File: src/hdl/cbd_pkg.sv
// Shared types, codes and the hex digit decoder for the chunked body decoder.
// No dependencies; every other file imports this package.
package cbd_pkg;

  // decoder phase, one-hot
  typedef enum logic [3:0] {
    PH_SIZE  = 4'b0001,
    PH_DATA  = 4'b0010,
    PH_TRAIL = 4'b0100,
    PH_DONE  = 4'b1000
  } phase_t;

  // decode status codes as seen on the port
  typedef enum logic [1:0] {
    ST_RUN      = 2'd0,
    ST_COMPLETE = 2'd1,
    ST_TRUNC    = 2'd2,
    ST_OVERFLOW = 2'd3
  } status_t;

  localparam logic [7:0] CHAR_CR = 8'h0D;
  localparam logic [7:0] CHAR_LF = 8'h0A;

  // classified request handed from front to back
  typedef struct packed {
    logic [7:0] body_byte;
    logic       eoi;
    logic       is_hex;
    logic [3:0] hex_val;
    logic       is_cr;
    logic       is_lf;
  } cls_t;

  // queue between front and back
  localparam int unsigned Q_DEPTH = 2;
  localparam int unsigned Q_AW    = $clog2(Q_DEPTH);
  localparam int unsigned Q_CW    = $clog2(Q_DEPTH + 1);

  // hex digit decode: bit 4 flags a valid digit, bits 3:0 its value
  function automatic logic [4:0] hex_decode(input logic [7:0] c);
    logic [4:0] r;
    r = 5'd0;
    if (c >= "0" && c <= "9") begin
      r = {1'b1, 4'(c - "0")};
    end else if (c >= "a" && c <= "f") begin
      r = {1'b1, 4'(c - "a" + 8'd10)};
    end else if (c >= "A" && c <= "F") begin
      r = {1'b1, 4'(c - "A" + 8'd10)};
    end
    return r;
  endfunction

endpackage

File: src/hdl/cbd_front.sv
// Front end: takes raw body bytes and classifies them into cls_t requests.
// Depends on cbd_pkg.
module cbd_front import cbd_pkg::*; (
  input  logic [7:0] in_body_byte,
  input  logic       in_end_of_input,
  output cls_t       cls
);

  logic [4:0] hex;

  // classify the byte once; the back end sees these flags and the byte itself
  always_comb begin
    hex           = hex_decode(in_body_byte);
    cls.body_byte = in_body_byte;
    cls.eoi       = in_end_of_input;
    cls.is_hex    = hex[4];
    cls.hex_val   = hex[3:0];
    cls.is_cr     = (in_body_byte == CHAR_CR);
    cls.is_lf     = (in_body_byte == CHAR_LF);
  end

endmodule

File: src/hdl/cbd_queue.sv
// Short request queue between the front and back ends.
// Depends on cbd_pkg for cls_t and the queue depth.
module cbd_queue import cbd_pkg::*; (
  input  logic clk,
  input  logic rst_n,
  input  logic push_valid,
  output logic push_ready,
  input  cls_t push_data,
  output logic pop_valid,
  input  logic pop_ready,
  output cls_t pop_data
);

  cls_t              mem [Q_DEPTH];
  logic [Q_AW-1:0]   wr_ptr_r, rd_ptr_r;
  logic [Q_CW-1:0]   cnt_r;
  logic              push, pop;

  assign push_ready = (cnt_r != Q_CW'(Q_DEPTH));
  assign pop_valid  = (cnt_r != '0);
  assign push       = push_valid && push_ready;
  assign pop        = pop_valid && pop_ready;
  assign pop_data   = mem[rd_ptr_r];

  // storage
  always_ff @(posedge clk) begin
    if (push) begin
      mem[wr_ptr_r] <= push_data;
    end
  end

  // pointers and fill count
  always_ff @(posedge clk) begin
    if (!rst_n) begin
      wr_ptr_r <= '0;
      rd_ptr_r <= '0;
      cnt_r    <= '0;
    end else begin
      if (push) wr_ptr_r <= (wr_ptr_r == Q_AW'(Q_DEPTH - 1)) ? '0 : wr_ptr_r + 1'b1;
      if (pop)  rd_ptr_r <= (rd_ptr_r == Q_AW'(Q_DEPTH - 1)) ? '0 : rd_ptr_r + 1'b1;
      cnt_r <= cnt_r + Q_CW'(push) - Q_CW'(pop);
    end
  end

  a_cnt_range: assert property (@(posedge clk) disable iff (!rst_n)
    cnt_r <= Q_CW'(Q_DEPTH)) else $error("queue count out of range");

  a_cnt_track: assert property (@(posedge clk) disable iff (!rst_n)
    1'b1 |=> cnt_r == $past(cnt_r) + Q_CW'($past(push)) - Q_CW'($past(pop)))
    else $error("queue count does not track push/pop");

  a_ptr_gap: assert property (@(posedge clk) disable iff (!rst_n)
    (cnt_r == '0 || cnt_r == Q_CW'(Q_DEPTH)) |-> wr_ptr_r == rd_ptr_r)
    else $error("queue pointers inconsistent with count");

endmodule

File: src/hdl/cbd_back.sv
// Back end: chunk framing state machine and the registered result stage.
// Depends on cbd_pkg; pops classified requests from cbd_queue.
module cbd_back import cbd_pkg::*; #(
  parameter int unsigned SIZE_BITS = 32
) (
  input  logic        clk,
  input  logic        rst_n,
  input  logic        pop_valid,
  output logic        pop_ready,
  input  cls_t        pop_data,
  output logic [7:0]  out_payload_byte,
  output logic        out_payload_valid,
  output logic [1:0]  out_decode_status,
  output logic [31:0] out_payload_total,
  output logic        out_valid,
  input  logic        out_ready
);

  phase_t                 phase_r, phase_nxt;
  status_t                status_r, status_nxt;
  logic [SIZE_BITS-1:0]   acc_r, acc_nxt;
  logic [SIZE_BITS-1:0]   left_r, left_nxt;
  logic                   hex_stop_r, hex_stop_nxt;
  logic                   prev_cr_r, prev_cr_nxt;
  logic                   trail_r, trail_nxt;
  logic [31:0]            total_r, total_nxt;
  logic                   oval_r;
  logic [7:0]             obyte_r, obyte_nxt;
  logic                   opv_r, opv_nxt;
  logic                   fire;

  assign pop_ready = !oval_r || out_ready;
  assign fire      = pop_valid && pop_ready;

  // framing state update for one request
  always_comb begin
    phase_nxt    = phase_r;
    status_nxt   = status_r;
    acc_nxt      = acc_r;
    left_nxt     = left_r;
    hex_stop_nxt = hex_stop_r;
    prev_cr_nxt  = prev_cr_r;
    trail_nxt    = trail_r;
    total_nxt    = total_r;
    obyte_nxt    = 8'd0;
    opv_nxt      = 1'b0;
    if (status_r == ST_RUN) begin
      if (pop_data.eoi) begin
        status_nxt = (phase_r == PH_SIZE || phase_r == PH_DATA) ? ST_TRUNC : ST_COMPLETE;
      end else begin
        case (phase_r)
          PH_SIZE: begin
            if (pop_data.is_lf && prev_cr_r) begin
              // CR LF ends the size line
              if (acc_r == '0) begin
                phase_nxt = PH_DONE;
              end else begin
                left_nxt  = acc_r;
                phase_nxt = PH_DATA;
              end
              prev_cr_nxt = 1'b0;
            end else if (!hex_stop_r && pop_data.is_hex) begin
              if (acc_r[SIZE_BITS-1 -: 4] != 4'd0) begin
                status_nxt = ST_OVERFLOW;
              end else begin
                acc_nxt     = {acc_r[SIZE_BITS-5:0], pop_data.hex_val};
                prev_cr_nxt = pop_data.is_cr;
              end
            end else begin
              // extension or line end: stop gathering digits
              hex_stop_nxt = 1'b1;
              prev_cr_nxt  = pop_data.is_cr;
            end
          end
          PH_DATA: begin
            opv_nxt   = 1'b1;
            obyte_nxt = pop_data.body_byte;
            if (total_r != 32'hFFFF_FFFF) total_nxt = total_r + 32'd1;
            if (left_r != '0) left_nxt = left_r - 1'b1;
            if (left_r == '0 || left_r == SIZE_BITS'(1)) begin
              phase_nxt = PH_TRAIL;
              trail_nxt = 1'b0;
            end
          end
          PH_TRAIL: begin
            // two bytes after the data are skipped unchecked
            if (trail_r) begin
              trail_nxt    = 1'b0;
              phase_nxt    = PH_SIZE;
              acc_nxt      = '0;
              hex_stop_nxt = 1'b0;
              prev_cr_nxt  = 1'b0;
            end else begin
              trail_nxt = 1'b1;
            end
          end
          default: begin
          end
        endcase
      end
    end
  end

  // state registers
  always_ff @(posedge clk) begin
    if (!rst_n) begin
      phase_r    <= PH_SIZE;
      status_r   <= ST_RUN;
      acc_r      <= '0;
      left_r     <= '0;
      hex_stop_r <= 1'b0;
      prev_cr_r  <= 1'b0;
      trail_r    <= 1'b0;
      total_r    <= '0;
    end else if (fire) begin
      phase_r    <= phase_nxt;
      status_r   <= status_nxt;
      acc_r      <= acc_nxt;
      left_r     <= left_nxt;
      hex_stop_r <= hex_stop_nxt;
      prev_cr_r  <= prev_cr_nxt;
      trail_r    <= trail_nxt;
      total_r    <= total_nxt;
    end
  end

  // result register; status and total change only when it loads
  always_ff @(posedge clk) begin
    if (!rst_n) begin
      oval_r <= 1'b0;
    end else if (fire) begin
      oval_r <= 1'b1;
    end else if (out_ready) begin
      oval_r <= 1'b0;
    end
  end

  always_ff @(posedge clk) begin
    if (fire) begin
      obyte_r <= obyte_nxt;
      opv_r   <= opv_nxt;
    end
  end

  assign out_valid         = oval_r;
  assign out_payload_byte  = obyte_r;
  assign out_payload_valid = opv_r;
  assign out_decode_status = status_r;
  assign out_payload_total = total_r;

  a_status_sticky: assert property (@(posedge clk) disable iff (!rst_n)
    (status_r != ST_RUN) |=> status_r == $past(status_r))
    else $error("final status changed");

  a_total_mono: assert property (@(posedge clk) disable iff (!rst_n)
    1'b1 |=> total_r >= $past(total_r)) else $error("payload total decreased");

  a_payload_running: assert property (@(posedge clk) disable iff (!rst_n)
    (oval_r && opv_r) |-> status_r == ST_RUN)
    else $error("payload byte issued with final status");

endmodule

File: src/hdl/chunked_body_decoder_core.sv
// Chunked body decoder: one raw body byte in, one result out per byte.
// Path: each byte is written into a queue slot at accept, then popped into the
// result register that drives out_valid; a stalled output holds it in the queue.
// Throughput: 1 byte per cycle while out_ready keeps up, set by the back end framing.
// Reset: synchronous on rst_n low; all framing state clears at once, no clearing pass.
// Depends on cbd_pkg, cbd_front, cbd_queue and cbd_back.
module chunked_body_decoder_core import cbd_pkg::*; #(
  parameter int unsigned SIZE_BITS = 32
) (
  input  logic        clk,
  input  logic        rst_n,
  input  logic        in_valid,
  output logic        in_ready,
  input  logic [7:0]  in_body_byte,
  input  logic        in_end_of_input,
  output logic        out_valid,
  input  logic        out_ready,
  output logic [7:0]  out_payload_byte,
  output logic        out_payload_valid,
  output logic [1:0]  out_decode_status,
  output logic [31:0] out_payload_total
);

  cls_t front_cls, q_data;
  logic q_valid, q_ready;

  cbd_front u_front (
    .in_body_byte    (in_body_byte),
    .in_end_of_input (in_end_of_input),
    .cls             (front_cls)
  );

  cbd_queue u_queue (
    .clk        (clk),
    .rst_n      (rst_n),
    .push_valid (in_valid),
    .push_ready (in_ready),
    .push_data  (front_cls),
    .pop_valid  (q_valid),
    .pop_ready  (q_ready),
    .pop_data   (q_data)
  );

  cbd_back #(.SIZE_BITS(SIZE_BITS)) u_back (
    .clk               (clk),
    .rst_n             (rst_n),
    .pop_valid         (q_valid),
    .pop_ready         (q_ready),
    .pop_data          (q_data),
    .out_payload_byte  (out_payload_byte),
    .out_payload_valid (out_payload_valid),
    .out_decode_status (out_decode_status),
    .out_payload_total (out_payload_total),
    .out_valid         (out_valid),
    .out_ready         (out_ready)
  );

endmodule

File: config.mk
export PLATFORM = sky130hd
export DESIGN_NAME = chunked_body_decoder_core
export DESIGN_NICKNAME = d
export VERILOG_FILES = /design/src/hdl/cbd_pkg.sv /design/src/hdl/cbd_front.sv /design/src/hdl/cbd_queue.sv /design/src/hdl/cbd_back.sv /design/src/hdl/chunked_body_decoder_core.sv
export SDC_FILE = /design/constraint.sdc
export NUM_CORES = 1
export LEC_CHECK = 0
export ABC_AREA = 1
export BUFFER_PORTS_ARGS = -buffer_cell sky130_fd_sc_hd__buf_2
export CORE_MARGIN = 3
export CORE_UTILIZATION = 55
export CTS_CLUSTER_DIAMETER = 60
export DETAILED_ROUTE_END_ITERATION = 7
export GPL_TIMING_DRIVEN = 1
export PLACE_DENSITY = 0.84
export SLEW_MARGIN = 20
export SYNTH_ARGS = -nofsm -noshare
export SYNTH_HDL_FRONTEND = slang
export SYNTH_SLANG_ARGS = --single-unit
File: constraint.sdc
create_clock -name clk -period 1.8 [get_ports clk]
set_clock_uncertainty 0.05 [all_clocks]
set_input_delay 0.18 -clock clk [delete_from_list [all_inputs] [get_ports clk]]
set_output_delay 0.18 -clock clk [all_outputs]
set_load 0.03 [all_outputs]
==> results.txt <==
* Buffer and inverter count on the worst path: 4
- Maximum number of pins on one net before global-route repair: 42
- Final weighted congestion of routability-driven global placement: 0.949
- The finished layout holds 1655 standard cells, fillers aside.
* CP top delay family: simple AND/OR/NAND/NOR gates
- Horiz. Die Dim: 131 um
- Asr flop ratio synth: 0%
- Among all stages on the critical path, the largest delay is contributed by dfxtp_2.
* Synthesis warning total: 0
- Actual transition at the worst max-transition pin: 0.534 ns
- Clock latency of the later-clocked register in the worst-skew pair: 0.46 ns
- The initial utilization of the core area, before any placement, comes to 57.5%.
* Achievable Freq: 0.482 GHz
- The count of endpoints failing hold in the final timing report was 0.
- By startpoint and endpoint, the worst setup path is classified as reg2reg.
- After layout, the worst path uses 115% of the clock period.
- After synthesis the netlist holds a flip-flop and latch count of 152.
- Logic pwr share: 49.8%
- Number of synthesized flops with an enable pin: 41
- Dividing total power by cell area gives a power density of 1470 mW/mm^2.
* Number of fillers in the final layout: 872
* TritonCTS clock tree: done
- Mean instance size in the synthesized netlist: 6.81 um^2
- Number of H-tree branching levels: 4
* I/O pin total: 58
- The floorplan has 44 rows.
- Buffers placed on the I/O ports in this run total 57.
- Total Negative Setup Slacks: -15.55 ns
- The analysis attributes to net switching a power of 7660 uW.
* Cell area after technology mapping: 0.00855 mm^2
- Finish-stage setup viols: 104
- Clock-pin slew was measured on the worst setup and hold paths at 0.08 ns.
* Setup repair after global routing missed its margin: true
* Root cell of the clock tree: clkbuf_16
* Longest Clk Path Bufs: 2
- Die area: 0.0171 mm^2
- The top cell type by area accounts for 26.0% of the synthesized area.
* Core area: 0.0149 mm^2
- Net switching fraction of the power: 45.7%
* Post-synth net total: 1277
* Total overflow reported by the global router: 0
- DP HPWL: 15.9 mm
* Most common library cells after synthesis: 335 x nand2_1, 187 x nor2_1, 151 x inv_1
- Synth unique cells: 35
- For this run, the total global-route usage over all layers was measured as 30.3%.
- Fraction of layout cells with a size suffix above 1: 28.8%
- Sinks on Clock Net: 152
* Mean routed wirelength per cell: 20.3 um
- From bottom edge to top edge, the die measures 131 um.
- Number of search-and-repair iterations in the first detailed-routing pass: 8
* Smallest hold slack: 0.0498 ns
- The most numerous cell type found on the critical path is nor2_2.
- Sequential cells burn 27.5% of the power.
- The synthesized design spends more area on one cell type than any other, namely dfxtp_1.
* Part of the power in the clock network: 22.7%
* Series of cell instances along the critical path: nor2_2 > nand2_1 > inv_1 > nand2_2 > nor2_4 > buf_6 > nand4_1 > nand3_2 > buf_6 > buf_12 > nor2_2 > nor2_2
* Detailed Route Iter0 Violations: 1774
- Area growth syn-to-layout: 33.9%
- After detailed routing, the number of remaining DRC violations is 59.
- The internal portion of the total power is 9100 uW.
- Among all flip-flop cells after synthesis, the most frequent one is dfxtp_1.
- Critical path's largest stage delay: 0.36 ns
- The run finished, with violations left.
- Violations in the final reports: DRC, setup timing
* Average via count per standard cell: 6.36
- In this run the worst path has a maximum fanout of 8.
* Vias in the first global route: 8830
- The worst setup path is captured at a flop.
* Cell with the most instances after synthesis: nand2_1
- Sequential cell area fraction in the yosys report: 40.4%
- At the worst endpoint, the required time is 2.12 ns.
- Number of antenna violations at the first check in global routing: 0
- Worst IR Drop VDD: 1.07 mV
* Global-route wire length before repair: 41.5 mm
- Post-layout min period: 2.07 ns
* Type of the most critical hold path: in2reg
- Max-cap violations: 0
* Worst Setup Start Kind: flop
* Post-route setup slack: -0.274 ns
- Across all layers, the routed design uses 10500 vias.
- Number of CTS-inserted buffers: 17
- Number of nets in the layout: 1480
- Ranked by total cell area, the synthesized netlist is headed by dfxtp_1 26%, nand2_1 15%, edfxtp_1 14%, nor2_1 8.2%, inv_1 6.6%.
* Number of cells after detailed placement: 1585
- Leak: 0.00512 uW
- Worst slew margin relative to its limit: 64.1%
* Ant. Diodes: 0
- In this run the remaining antenna-violating nets after routing total 0.
- Final WL: 33.6 mm
* Number of standard cells after synthesis: 1255
- Final-report max-slew violation count: 0
* Critical path data arrival time: 2.40 ns
## cell usage in the layout (no fill, tap or decap), types with 4 or more instances in the layout
cell type / n
nand2_1: 319
clkinv_8: 5
nor2_1: 148
o21ai_0: 38
dlygate4sd3_1: 9
inv_6: 4
dfxtp_1: 90
o21ai_2: 9
buf_4: 135
inv_1: 141
nand3_2: 8
xor2_1: 15
nand4_1: 12
nand2_2: 17
o21ai_1: 19
buf_2: 57
edfxtp_1: 41
nor3_2: 29
buf_8: 5
nand3_1: 81
nor3_1: 19
nand3b_1: 8
clkbuf_16: 19
o21bai_1: 6
buf_6: 12
a21oi_2: 10
a21oi_1: 84
buf_12: 7
dfxtp_2: 19
nor2_2: 31
ha_1: 5
nor2_4: 17
nand3_4: 4
inv_2: 14
## registers in the layout (all words and copies together) (netlist names), 2 cells and up, named ones only
| register | flops |
|---|---|
| u_back.acc_r | 32 |
| u_back.left_r | 32 |
| u_back.out_decode_status | 2 |
| u_back.out_payload_byte | 8 |
| u_back.out_payload_total | 32 |
| u_back.phase_r | 4 |
| u_queue.cnt_r | 2 |
| u_queue.mem | 32 |
## path summary, 6_finish.rpt
kind	startpoint	endpoint	slack, ns	depth (start not counted)
setup reg to reg	u_back.left_r[4]	u_back.left_r[13]	-0.27	12
setup / recovery	u_back.left_r[4]	u_back.left_r[13]	-0.27	12
hold / removal	rst_n	u_back.out_payload_total[0]	0.05	3
hold reg to reg	u_back.acc_r[1]	u_back.acc_r[1]	0.44	2
## worst register-to-register path: cells and delay by family (launching register included)
kind,cells,cell delay (ns)
flip-flops,1,0.36
AND/OR/NAND/NOR,8,0.99
buffers and inverters,4,0.61
## routing by layer
metal	part of all wire (%)	vias up	track usage, %
met1	33	4693	36.8
met3	12	340	6.42
met5	0	-	0
met2	46	1066	50.4
li1	-	4430	-
met4	8.1	0	16.5
## cell families (layout without fill, tap and decap cells)
group                    Yosys count  count (layout)  share of synthesized area [%]
buffers and inverters            202             417                           9.78
adder cells (fa/ha/maj)            9               9                           1.32
multiplexers                       1               1                          0.117
AND/OR/NAND/NOR                  699             700                           36.0
XOR/XNOR                          19              19                           1.95
flip-flops                       152             152                           40.4
AO/OA/AOI/OAI                    173             173                           10.5
## final cells by class
cell class              instances  area, um^2  share of cell area [%]
multi-input cells             902        4710                    41.1
clock inverters                15         199                    1.74
well taps                     184         230                    2.01
inverters                     157         594                    5.19
repair buffers                228        1800                    15.7
flip-flops and latches        152        3480                    30.5
clock buffers                  17         425                    3.72
## power by group through the flow
stage	sequential (uW)	clock, uW	combinational (uW)
floorplan	4720	0	3890
global placement	4500	0	6090
detailed placement	4530	0	6280
CTS	4480	3730	6620
global route	4630	3910	8790
finish	4610	3800	8350
## timing repair
item | in CTS | in global routing
endpoints found under the hold margin | 19 | 0
gates resized for setup | 36 | 146
cloned | 1 | 3
setup buffers | 15 | 9
pin swaps | 5 | 32
endpoints found under the setup margin | 100 | 110
hold buffers | 10 | 0
## metrics by stage
step                total power (uW)  setup slack [ns]  utilization [%]  cell area, um^2
floorplan                       8610           -0.0838                -             8580
global placement               10600            -0.266             66.5             9890
detailed placement             10800            -0.376             66.5             9890
CTS                            14800           0.00296             73.0            10900
global route                   17300            -0.322             77.0            11400
finish                         16800            -0.274             77.0            11400
Note: power is estimated with default switching activity, not from simulation.
